File: src/tnlc_pkg.sv
// Shared types and constants of the TDMA node latency collector.
package tnlc_pkg;

    localparam int MAX_NODES  = 32;
    localparam int NODE_W     = $clog2(MAX_NODES);
    localparam int MEM_AW     = NODE_W + 1;
    localparam int CNT_W      = 6;
    localparam int TIME_W     = 32;
    localparam int LAT_W      = 16;
    localparam int IN_DATA_W  = 80;
    localparam int OUT_DATA_W = 64;
    localparam int CFG_IDX_W  = 2;
    localparam int DIV_STEPS  = TIME_W;
    localparam int DIV_CNT_W  = $clog2(DIV_STEPS + 1);

    localparam logic [CNT_W-1:0]  MAX_NODES_C  = CNT_W'(MAX_NODES);
    localparam logic [CNT_W-1:0]  DEF_NODES    = 6'd30;
    localparam int                DEF_SLOT_US  = 3000;
    localparam logic [TIME_W-1:0] DEF_FRAME_US = TIME_W'(30 * DEF_SLOT_US);
    localparam logic [7:0]        DEF_DATA     = 8'hAA;
    localparam logic [5:0]        MIN_PKT_LEN  = 6'd2;

    // configuration register indexes
    localparam logic [CFG_IDX_W-1:0] REG_FRAME_LEN   = 2'd0;
    localparam logic [CFG_IDX_W-1:0] REG_NODE_COUNT  = 2'd1;
    localparam logic [CFG_IDX_W-1:0] REG_DATA_MARKER = 2'd2;
    localparam logic [CFG_IDX_W-1:0] REG_SYNC_MARKER = 2'd3;

    // result kinds on m_axis_tuser
    localparam logic KIND_ACK    = 1'b0;
    localparam logic KIND_REPORT = 1'b1;

    typedef struct packed {
        logic capture;
        logic pkt_write;
        logic swap;
        logic mem_rd;
        logic idx_inc;
        logic load_ack;
        logic load_rpt;
        logic div_start;
        logic align;
    } t_cmd;

    typedef struct packed {
        logic is_tick;
        logic pkt_ok;
        logic aligned;
        logic expired;
        logic n_zero;
        logic idx_last;
        logic out_free;
        logic div_done;
    } t_stat;

endpackage

File: src/tnlc_div.sv
// Restoring remainder unit, one quotient bit per cycle.
module tnlc_div
    import tnlc_pkg::*;
(
    input  logic              i_clk,
    input  logic              i_rst_n,
    input  logic              i_start,
    input  logic [TIME_W-1:0] i_dividend,
    input  logic [TIME_W-1:0] i_divisor,
    output logic              o_done,
    output logic [TIME_W-1:0] o_rem
);

    logic [TIME_W-1:0]    r_rem;
    logic [TIME_W-1:0]    r_dvd;
    logic [DIV_CNT_W-1:0] r_cnt;
    logic                 r_busy;
    logic                 r_done;
    logic [TIME_W:0]      w_shift;
    logic [TIME_W:0]      w_diff;

    assign w_shift = {r_rem, r_dvd[TIME_W-1]};
    assign w_diff  = w_shift - {1'b0, i_divisor};

    always_ff @(posedge i_clk) begin
        if (!i_rst_n) begin
            r_busy <= 1'b0;
            r_done <= 1'b0;
            r_cnt  <= '0;
        end else begin
            r_done <= 1'b0;
            if (i_start) begin
                r_busy <= 1'b1;
                r_cnt  <= DIV_CNT_W'(DIV_STEPS);
            end else if (r_busy) begin
                r_cnt <= r_cnt - 1'b1;
                if (r_cnt == DIV_CNT_W'(1)) begin
                    r_busy <= 1'b0;
                    r_done <= 1'b1;
                end
            end
        end
    end

    always_ff @(posedge i_clk) begin
        if (i_start) begin
            r_rem <= '0;
            r_dvd <= i_dividend;
        end else if (r_busy) begin
            r_dvd <= {r_dvd[TIME_W-2:0], 1'b0};
            if (!w_diff[TIME_W]) begin
                r_rem <= w_diff[TIME_W-1:0];
            end else begin
                r_rem <= w_shift[TIME_W-1:0];
            end
        end
    end

    assign o_done = r_done;
    assign o_rem  = r_rem;

endmodule

File: src/tnlc_ctrl.sv
// Sequencer of the collector: packet, tick, report and realignment steps.
module tnlc_ctrl
    import tnlc_pkg::*;
(
    input  logic  i_clk,
    input  logic  i_rst_n,
    input  logic  i_in_valid,
    output logic  o_in_ready,
    input  t_stat i_st,
    output t_cmd  o_cmd
);

    localparam logic [2:0] S_IDLE      = 3'd0;
    localparam logic [2:0] S_CHECK     = 3'd1;
    localparam logic [2:0] S_ACK       = 3'd2;
    localparam logic [2:0] S_RPT_RD    = 3'd3;
    localparam logic [2:0] S_RPT_EMIT  = 3'd4;
    localparam logic [2:0] S_DIV_START = 3'd5;
    localparam logic [2:0] S_DIV_WAIT  = 3'd6;

    logic [2:0] r_state;
    logic [2:0] n_state;

    always_ff @(posedge i_clk) begin
        if (!i_rst_n) begin
            r_state <= S_IDLE;
        end else begin
            r_state <= n_state;
        end
    end

    always_comb begin
        n_state    = r_state;
        o_cmd      = '0;
        o_in_ready = 1'b0;
        unique case (r_state)
            S_IDLE: begin
                o_in_ready    = 1'b1;
                o_cmd.capture = i_in_valid;
                if (i_in_valid) begin
                    n_state = S_CHECK;
                end
            end
            S_CHECK: begin
                if (!i_st.is_tick) begin
                    if (i_st.pkt_ok) begin
                        o_cmd.pkt_write = 1'b1;
                        n_state         = S_ACK;
                    end else begin
                        n_state = S_IDLE;
                    end
                end else if (!i_st.aligned) begin
                    n_state = S_DIV_START;
                end else if (i_st.expired) begin
                    o_cmd.swap = 1'b1;
                    n_state    = i_st.n_zero ? S_DIV_START : S_RPT_RD;
                end else begin
                    n_state = S_IDLE;
                end
            end
            S_ACK: begin
                if (i_st.out_free) begin
                    o_cmd.load_ack = 1'b1;
                    n_state        = S_IDLE;
                end
            end
            S_RPT_RD: begin
                o_cmd.mem_rd = 1'b1;
                n_state      = S_RPT_EMIT;
            end
            S_RPT_EMIT: begin
                if (i_st.out_free) begin
                    o_cmd.load_rpt = 1'b1;
                    if (i_st.idx_last) begin
                        n_state = S_DIV_START;
                    end else begin
                        o_cmd.idx_inc = 1'b1;
                        n_state       = S_RPT_RD;
                    end
                end
            end
            S_DIV_START: begin
                o_cmd.div_start = 1'b1;
                n_state         = S_DIV_WAIT;
            end
            S_DIV_WAIT: begin
                if (i_st.div_done) begin
                    o_cmd.align = 1'b1;
                    n_state     = S_IDLE;
                end
            end
            default: begin
                n_state = S_IDLE;
            end
        endcase
    end

    a_div_done_waited: assert property (@(posedge i_clk) disable iff (!i_rst_n)
        i_st.div_done |-> r_state == S_DIV_WAIT)
        else $error("remainder finished outside the wait step");

endmodule

File: src/tnlc_dp.sv
// Datapath: configuration, received banks, latency memory, frame timing, result register.
module tnlc_dp
    import tnlc_pkg::*;
(
    input  logic                  i_clk,
    input  logic                  i_rst_n,
    input  t_cmd                  i_cmd,
    output t_stat                 o_st,
    input  logic                  i_cfg_valid,
    input  logic [CFG_IDX_W-1:0]  i_cfg_index,
    input  logic [TIME_W-1:0]     i_cfg_data,
    output logic                  o_cfg_ready,
    input  logic [IN_DATA_W-1:0]  i_in_data,
    input  logic                  i_in_user,
    output logic                  o_out_valid,
    input  logic                  i_out_ready,
    output logic [OUT_DATA_W-1:0] o_out_data,
    output logic                  o_out_user,
    output logic                  o_out_last
);

    // configuration
    logic [TIME_W-1:0] r_frame_len;
    logic [CNT_W-1:0]  r_node_count;
    logic [7:0]        r_data_marker;

    // captured item
    logic              r_is_tick;
    logic [TIME_W-1:0] r_now;
    logic [5:0]        r_len;
    logic [2:0]        r_pipe;
    logic [7:0]        r_marker;
    logic [7:0]        r_node;
    logic [LAT_W-1:0]  r_lat;

    // frame state
    logic [MAX_NODES-1:0] r_recv [2];
    logic [LAT_W-1:0]     r_lat_mem [2*MAX_NODES];
    logic [LAT_W-1:0]     r_rd_data;
    logic                 r_back;
    logic                 r_rd_bank;
    logic [TIME_W-1:0]    r_frame_start;
    logic                 r_aligned;
    logic [NODE_W-1:0]    r_idx;

    // result register
    logic                  r_out_valid;
    logic [OUT_DATA_W-1:0] r_out_data;
    logic                  r_out_user;
    logic                  r_out_last;

    logic [CNT_W-1:0]  w_active;
    logic [TIME_W-1:0] w_elapsed;
    logic [TIME_W-1:0] w_rem;
    logic [TIME_W-1:0] w_grid;
    logic [CNT_W-1:0]  w_idx_next;
    logic              w_div_done;
    logic              w_got;

    assign o_cfg_ready = 1'b1;

    always_ff @(posedge i_clk) begin
        if (!i_rst_n) begin
            r_frame_len   <= DEF_FRAME_US;
            r_node_count  <= DEF_NODES;
            r_data_marker <= DEF_DATA;
        end else if (i_cfg_valid) begin
            unique case (i_cfg_index)
                REG_FRAME_LEN:   r_frame_len   <= i_cfg_data;
                REG_NODE_COUNT:  r_node_count  <= i_cfg_data[CNT_W-1:0];
                REG_DATA_MARKER: r_data_marker <= i_cfg_data[7:0];
                // sync requests get an ack like any other marker: nothing stored
                REG_SYNC_MARKER: ;
                default: ;
            endcase
        end
    end

    always_ff @(posedge i_clk) begin
        if (i_cmd.capture) begin
            r_is_tick <= i_in_user;
            r_now     <= i_in_data[31:0];
            r_len     <= i_in_data[37:32];
            r_pipe    <= i_in_data[40:38];
            r_marker  <= i_in_data[48:41];
            r_node    <= i_in_data[56:49];
            r_lat     <= {i_in_data[64:57], i_in_data[72:65]};
        end
    end

    assign w_active   = (r_node_count > MAX_NODES_C) ? MAX_NODES_C : r_node_count;
    assign w_elapsed  = r_now - r_frame_start;
    assign w_grid     = (r_frame_len == '0) ? r_now : (r_now - w_rem);
    assign w_idx_next = {1'b0, r_idx} + 1'b1;
    assign w_got      = r_recv[r_rd_bank][r_idx];

    tnlc_div u_div (
        .i_clk      (i_clk),
        .i_rst_n    (i_rst_n),
        .i_start    (i_cmd.div_start),
        .i_dividend (r_now),
        .i_divisor  (r_frame_len),
        .o_done     (w_div_done),
        .o_rem      (w_rem)
    );

    always_ff @(posedge i_clk) begin
        if (!i_rst_n) begin
            r_recv[0]     <= '0;
            r_recv[1]     <= '0;
            r_back        <= 1'b0;
            r_rd_bank     <= 1'b0;
            r_frame_start <= '0;
            r_aligned     <= 1'b0;
            r_idx         <= '0;
        end else begin
            if (i_cmd.pkt_write && (r_marker == r_data_marker)) begin
                r_recv[r_back][r_node[NODE_W-1:0]] <= 1'b1;
            end
            if (i_cmd.swap) begin
                r_rd_bank <= r_back;
                r_back    <= ~r_back;
                r_idx     <= '0;
            end
            if (i_cmd.idx_inc) begin
                r_idx <= r_idx + 1'b1;
            end
            // realignment also drops both banks
            if (i_cmd.align) begin
                r_frame_start <= w_grid;
                r_recv[0]     <= '0;
                r_recv[1]     <= '0;
                r_aligned     <= 1'b1;
            end
        end
    end

    always_ff @(posedge i_clk) begin
        if (i_cmd.pkt_write && (r_marker == r_data_marker)) begin
            r_lat_mem[{r_back, r_node[NODE_W-1:0]}] <= r_lat;
        end
        if (i_cmd.mem_rd) begin
            r_rd_data <= r_lat_mem[{r_rd_bank, r_idx}];
        end
    end

    always_ff @(posedge i_clk) begin
        if (!i_rst_n) begin
            r_out_valid <= 1'b0;
        end else if (i_cmd.load_ack || i_cmd.load_rpt) begin
            r_out_valid <= 1'b1;
        end else if (i_out_ready) begin
            r_out_valid <= 1'b0;
        end
    end

    // tdata: ack_pipe, ack_time_us, slot_index, slot_received, slot_latency_us
    always_ff @(posedge i_clk) begin
        if (i_cmd.load_ack) begin
            r_out_user <= KIND_ACK;
            r_out_last <= 1'b0;
            r_out_data <= {7'd0, 16'd0, 1'b0, 5'd0, r_now, r_pipe};
        end else if (i_cmd.load_rpt) begin
            r_out_user <= KIND_REPORT;
            r_out_last <= (w_idx_next == w_active);
            r_out_data <= {7'd0, (w_got ? r_rd_data : 16'd0), w_got, r_idx,
                           32'd0, 3'd0};
        end
    end

    assign o_out_valid = r_out_valid;
    assign o_out_data  = r_out_data;
    assign o_out_user  = r_out_user;
    assign o_out_last  = r_out_last;

    assign o_st.is_tick  = r_is_tick;
    assign o_st.pkt_ok   = (r_len >= MIN_PKT_LEN) && (r_node < {2'b00, w_active});
    assign o_st.aligned  = r_aligned;
    assign o_st.expired  = (w_elapsed >= r_frame_len);
    assign o_st.n_zero   = (w_active == '0);
    assign o_st.idx_last = (w_idx_next == w_active);
    assign o_st.out_free = !r_out_valid || i_out_ready;
    assign o_st.div_done = w_div_done;

    a_align_clears: assert property (@(posedge i_clk) disable iff (!i_rst_n)
        i_cmd.align |=> (r_recv[0] == '0) && (r_recv[1] == '0) && r_aligned)
        else $error("realignment left received flags set");

    a_rpt_in_range: assert property (@(posedge i_clk) disable iff (!i_rst_n)
        i_cmd.load_rpt |-> r_aligned && ({1'b0, r_idx} < w_active))
        else $error("report entry outside the active node range");

    a_no_overwrite: assert property (@(posedge i_clk) disable iff (!i_rst_n)
        (i_cmd.load_ack || i_cmd.load_rpt) |-> (!r_out_valid || i_out_ready))
        else $error("result register overwritten before it was taken");

    a_swap_toggles: assert property (@(posedge i_clk) disable iff (!i_rst_n)
        i_cmd.swap |=> (r_back != r_rd_bank) && (r_idx == '0))
        else $error("bank swap did not toggle the back bank");

endmodule

File: src/tdma_node_latency_collector_top.sv
// A packet item is taken when idle, checked, then acked once the result register is free.
// A tick that does not expire the frame returns to idle after the check; the first tick
// after reset runs the remainder unit and aligns the frame start to the frame-length grid.
// An expiring tick swaps the banks, emits one report entry per active node, then realigns.
// One item at a time; s_axis_tready is high only while the sequencer is idle.
// Synchronous active-low reset restores default registers, clears flags, no result pending.
module tdma_node_latency_collector_top
    import tnlc_pkg::*;
(
    input  logic                  i_clk,
    input  logic                  i_rst_n,
    input  logic                  s_axis_tvalid,
    output logic                  s_axis_tready,
    // now_us, payload_length, rx_pipe, marker_byte, node_byte, latency_high, latency_low
    input  logic [IN_DATA_W-1:0]  s_axis_tdata,
    // req_type
    input  logic                  s_axis_tuser,
    output logic                  m_axis_tvalid,
    input  logic                  m_axis_tready,
    // ack_pipe, ack_time_us, slot_index, slot_received, slot_latency_us
    output logic [OUT_DATA_W-1:0] m_axis_tdata,
    // result_kind
    output logic                  m_axis_tuser,
    output logic                  m_axis_tlast,
    input  logic                  i_cfg_valid,
    output logic                  o_cfg_ready,
    input  logic [CFG_IDX_W-1:0]  i_cfg_index,
    input  logic [TIME_W-1:0]     i_cfg_data
);

    t_cmd  w_cmd;
    t_stat w_st;

    tnlc_ctrl u_ctrl (
        .i_clk      (i_clk),
        .i_rst_n    (i_rst_n),
        .i_in_valid (s_axis_tvalid),
        .o_in_ready (s_axis_tready),
        .i_st       (w_st),
        .o_cmd      (w_cmd)
    );

    tnlc_dp u_dp (
        .i_clk       (i_clk),
        .i_rst_n     (i_rst_n),
        .i_cmd       (w_cmd),
        .o_st        (w_st),
        .i_cfg_valid (i_cfg_valid),
        .i_cfg_index (i_cfg_index),
        .i_cfg_data  (i_cfg_data),
        .o_cfg_ready (o_cfg_ready),
        .i_in_data   (s_axis_tdata),
        .i_in_user   (s_axis_tuser),
        .o_out_valid (m_axis_tvalid),
        .i_out_ready (m_axis_tready),
        .o_out_data  (m_axis_tdata),
        .o_out_user  (m_axis_tuser),
        .o_out_last  (m_axis_tlast)
    );

endmodule
File: config.mk
export PLATFORM = sky130hd
export DESIGN_NAME = tdma_node_latency_collector_top
export DESIGN_NICKNAME = d
export VERILOG_FILES = /design/src/tnlc_pkg.sv /design/src/tnlc_div.sv /design/src/tnlc_ctrl.sv /design/src/tnlc_dp.sv /design/src/tdma_node_latency_collector_top.sv
export SDC_FILE = /design/constraint.sdc
export NUM_CORES = 2
export LEC_CHECK = 0
export BUFFER_PORTS_ARGS = -buffer_cell sky130_fd_sc_hd__buf_2
export CORE_AREA = 5 5 352 389
export DETAILED_ROUTE_END_ITERATION = 7
export DIE_AREA = 0 0 357 394
export PLACE_DENSITY = 0.68
export SKIP_CTS_REPAIR_TIMING = 1
export SLEW_MARGIN = 20
export SYNTH_ARGS = -nofsm -noshare
export SYNTH_HDL_FRONTEND = slang
export SYNTH_SLANG_ARGS = --single-unit
File: constraint.sdc
create_clock -name i_clk -period 8.1 [get_ports i_clk]
set_clock_uncertainty 0.15 [all_clocks]
set_input_delay 0 -clock i_clk [delete_from_list [all_inputs] [get_ports i_clk]]
set_output_delay 0 -clock i_clk [all_outputs]
set_load 0.05 [all_outputs]
# == After elaboration in Yosys (flattened, before gate mapping) ==
# Memories as Yosys holds them, arrays and structs flattened. A register that Yosys moved wholly into a read port is not among the register bits.
# Cells that the tools add are included.
# totals
elab_cells,149
memories,2
inputBits,120
ramBits,1088
out_inout_bits,69
reg_bits,295
# op_classes
n_addsub,6
bitwise_logic,5
eq_ne,15
muxes,66
magnitude_cmp,7
reduce_logical,21
# mem_list
memory,depth,width,rd,rd_ports_with_merged_regs,wr,line,source
u_dp.r_lat_mem,64,16,1,1,1,tnlc_dp.sv:38,logic [LAT_W-1:0] r_lat_mem [2*MAX_NODES];
u_dp.r_recv,2,32,1,1,2,tnlc_dp.sv:37,logic [MAX_NODES-1:0] r_recv [2];
# op_table
op,n
32-bit two-way mux,9
35-bit two-way mux,2
32-bit subtractor,2
1-bit two-way mux,35
33-bit by 32-bit subtractor with 33-bit output,1
32-bit greater-or-equal comparator,1
32-bit zero test,1
32-bit OR reduction,1
3-bit two-way mux,9
3-bit one-hot mux with 7 select lines,1
6-bit two-way mux,3
16-bit two-way mux,1
5-bit by 6-bit less-than comparator with 1-bit output (second input constant),2
5-bit two-way mux,2
3-bit == test (second input constant),3
8-bit == test,1
8-bit by 6-bit less-than comparator with 1-bit output,1
2-bit nonzero test,4
5-bit by 1-bit adder with 6-bit output (second input constant),1
3-bit by 2-bit == test with 1-bit output (second input constant),2
6-bit by 1-bit == test with 1-bit output (second input constant),1
6-bit == test,1
6-bit by 2-bit greater-or-equal comparator with 1-bit output (second input constant),1
6-bit greater-than comparator (second input constant),1
23 further kinds,34

# == Longest topological paths before layout ==
# logic_depth
ltp_word,13
depth_mapped,25
ltp_nobuf,25

# == Hierarchy ==
# From an unflattened synthesis, not the netlist that was laid out.
# hier_totals
hier_cells,3742
area_unflattened_um2,60006.3
# modules_own_cells
module,area_per_inst_um2,instances,cells_each,seq_area_each_um2
tnlc_dp,54561.1,1,3114,37996.4
tnlc_div,5136.2,1,586,1761.7
tnlc_ctrl,309.0,1,42,60.1

# == Worst setup path after synthesis ==
# OpenSTA, ideal clock, no wires.
# synth_timing
path_type,register to register
startpoint,register u_ctrl.r_state[0]
endpoint,"register u_dp.r_is_tick, enable pin"
setup_time_ns,0.594
arrival_time_ns,5.569
period_less_slack_ns,6.312
n_path_buf,1
path_stages_with_launch,3
required_ns,7.356
slack_ns,1.788
path_cell_list,dfxtp_1 > clkbuf_1 > nor3_1
# synth_rtl
item,line,source
"start, declared",tnlc_ctrl.sv:21,logic [2:0] r_state;
"start signal, assigned",tnlc_ctrl.sv:28,r_state <= n_state;
"end signal, assigned",tnlc_dp.sv:81,r_is_tick <= i_in_user;
"end, declared",tnlc_dp.sv:28,logic r_is_tick;

# == Worst setup path after layout ==
# layout_timing
startpoint,register u_dp.r_now[0]
endpoint,register u_ctrl.r_state[1]
# layout_via
elab_chain_len,6
# layout_lines
item,line,source
"start, declared",tnlc_dp.sv:29,logic [TIME_W-1:0] r_now;
"start signal, assigned",tnlc_dp.sv:82,r_now <= i_in_data[31:0];
32-bit subtractor,tnlc_dp.sv:92,assign w_elapsed = r_now - r_frame_start;
32-bit greater-or-equal comparator,tnlc_dp.sv:179,assign o_st.expired = (w_elapsed >= r_frame_len);
3-bit two-way mux,tnlc_ctrl.sv:54,end else if (i_st.expired) begin
3-bit two-way mux,tnlc_ctrl.sv:52,end else if (!i_st.aligned) begin
3-bit two-way mux,tnlc_ctrl.sv:45,if (!i_st.is_tick) begin
3-bit one-hot mux with 7 select lines,tnlc_ctrl.sv:36,unique case (r_state)
# Every way passes these cells.
# A chain may end at the register's enable or synchronous reset.

==> reports/qor.txt <==
core area: 0.1330 sq mm
fmax: 0.1859 GHz
Worst setup EP type: flip-flop
final-report hold violation count: 2
Synth area leader: edfxtp_1
Routability Congestion: 0.8926
post-synthesis sequential area ratio: 67.27%
total chip power: 0.01802 W
post-synth top area share: 59.86%
Remaining DRCs: 0
Synth Register Bits: 1399
Final setup viols: 0
filler instances: 10600
maximum VDD drop: 0.0002290 V
H-tree depth: 4
worst-path maximum fanout: 9
Nets: 4400
status: finished, violations left
Period minus WS final: 5380 ps
Slowest-stage cell, CP: a211oi_1
post-route insts no fill: 6049
Die Y: 394 um
initial antenna violation count: 8
Max Root-Sink Buffers: 3
antenna viol nets, final: 0
count leader, synth: edfxtp_1
first-pass GRT wire length: 219200 um
RSZ-0062 raised after global routing: no
WP data arrival: 5890 ps
final worst setup slack: 2720 ps
WL per Instance: 25.65 um
Top Ports: 189
max-slew violations: 0
DR vias/cell: 5.749
post-DP HPWL: 93200 um
Tightest Pin Transition: 1069 ps
setup TNS: 0 ps
clk sinks: 1399
DIE AREA: 0.1407 sq mm
crit-path most repeated cell: a21oi_1
Max transition margin: 28.72%
worst hold path type: input port to flip-flop
cell area after synthesis: 0.05919 sq mm
clk slew on worst S/H paths: 60 ps
Commonest cells post-synth: 1180 x edfxtp_1, 353 x mux4_2, 269 x nand2_1, 219 x dfxtp_1, 181 x a21oi_1
Crit path required time: 8610 ps
CTS root buf: clkbuf_16
Clock Latency Late Sink: 770 ps
fraction of registers with async set/reset: 0%
Syn-to-layout area delta: 17.97%
# rows: 141
Yosys Warn Count: 0
Setup WS pre-CTS: 2808 ps
Pleak: 23.55 nW
post-route core utilization: 52.49%
largest net degree at the start of global routing: 145
share of cells above drive strength 1: 20.51%
Via Count: 34780
input/output buffers: 172
Die W: 357 um
Inserted Clock Buffers: 140
power per cell area: 258.1 mW/mm^2
routed wire length: 155100 um
crit start category: flip-flop
most used flip-flop cell after synthesis: edfxtp_1
GRT Residual Overflow: 0
Iter 0 DRT Violations: 3493
WHS: -69.47 ps
failing checks: hold timing
Tcrit/Tclk final: 66.42%
Synth Instances: 3632
crit-path max cell delay: 420 ps
Crit Path Class: flip-flop to flip-flop
max_cap viols: 0
EDFF count, synth: 1180
Post-Place Cells: 5514
Mean Syn Cell Area: 16.30 sq um
vias in the first global route: 33130
overall routing resource usage: 21.08%
initial core utilization: 44.50%
TritonCTS clock tree: built
Netlist cell types: 84
top cells by area, synth: edfxtp_1 60%, mux4_2 13%, dfxtp_1 7.4%, ha_1 2.8%, nand2_1 1.7%
drt first pass iters: 8
## layout make-up
type	instances	area, sq um	share of cell area, %
inverter	129	486.7	0.6970
sequential	1399	39830	57.04
tap	1787	2236	3.202
clock buffer	191	3836	5.494
clock inverter	64	740.7	1.061
antenna	6	15.01	0.02150
timing repair buffer	561	4504	6.451
multi-input combinational	1912	18180	26.03
## critical path: cells and delay by family (launching register included)
kind	cells	cell delay (ps)
AOI/OAI and AO/OA	15	3010
adders and majority gates	3	760
and+or+nand+nor	4	470
DFF	1	410
buffers and inverters	3	380
xor gates and xnor gates	1	90
## metal layers
layer	global-route usage (%)	routed length [um]
met1	26.77	59490
met2	35.77	78420
met3	4.308	11140
met4	8.076	6059
met5	0	27
## cell usage in the layout, fill, tap and decap left out, types with 126 or more instances in the layout
cell,instances
nor2_1,170
edfxtp_1,1180
a21oi_1,181
inv_1,126
buf_2,172
ha_1,134
clkbuf_16,141
nand2_1,268
dfxtp_1,215
mux4_2,353
dlygate4sd3_1,274
## through the flow
stage               area, sq um  hold WS, ps
floorplan                 59210       -51.13
global placement          62490        27.60
detailed placement        62490        28.09
CTS                       67070       -801.8
global route              69810        21.62
finish                    69830       -69.47
## power breakdown
| part | switching (W) | internal [W] |
|---|---|---|
| combinational | 0.00190 | 0.00134 |
| sequential | 0.000201 | 0.00809 |
| clock | 0.00276 | 0.00373 |
| total | 0.00486 | 0.0132 |
## cell families after synthesis
group / count (synthesis) / synth area share [%]
DFF: 1399 / 67.27
and+or+nand+nor: 686 / 5.420
AOI/OAI and AO/OA: 590 / 6.604
muxes: 398 / 14.21
buffers and inverters: 327 / 2.177
adders and majority gates: 137 / 2.934
xor gates and xnor gates: 93 / 1.376
other: 2 / 0.01269
## worst paths after layout
path,startpoint,end,slack (ps),cells past startpoint
max reg2reg,u_dp.r_now[0]$_DFFE_PP_,u_ctrl.r_state[1]$_SDFFE_PN0P_,2720,26
max,u_dp.r_now[0]$_DFFE_PP_,u_ctrl.r_state[1]$_SDFFE_PN0P_,2720,26
min reg2reg,u_dp.o_out_data[36]$_SDFFE_PP0P_,u_dp.o_out_data[36]$_SDFFE_PP0P_,300,2
min,i_cfg_data[9],u_dp.r_frame_len[9]$_SDFFE_PN1P_,-70,4
## state kept, by name, summed over array words and instances, names as in the netlist, 3 cells and up, named ones only
name and flops:
u_dp.u_div.r_cnt 6, u_dp.r_rd_data 16, u_dp.r_recv 64, u_dp.u_div.r_dvd 32
u_dp.o_out_data 57, u_ctrl.r_state 3, u_dp.r_node 8, u_dp.r_frame_start 32
u_dp.r_marker 8, u_dp.r_data_marker 8, u_dp.u_div.o_rem 32, u_dp.r_idx 5
u_dp.r_pipe 3, u_dp.r_lat_mem 1024, u_dp.r_lat 16, u_dp.r_now 32
u_dp.r_frame_len 32, u_dp.r_len 5, u_dp.r_node_count 6
Power figures use the tool's default switching activity.
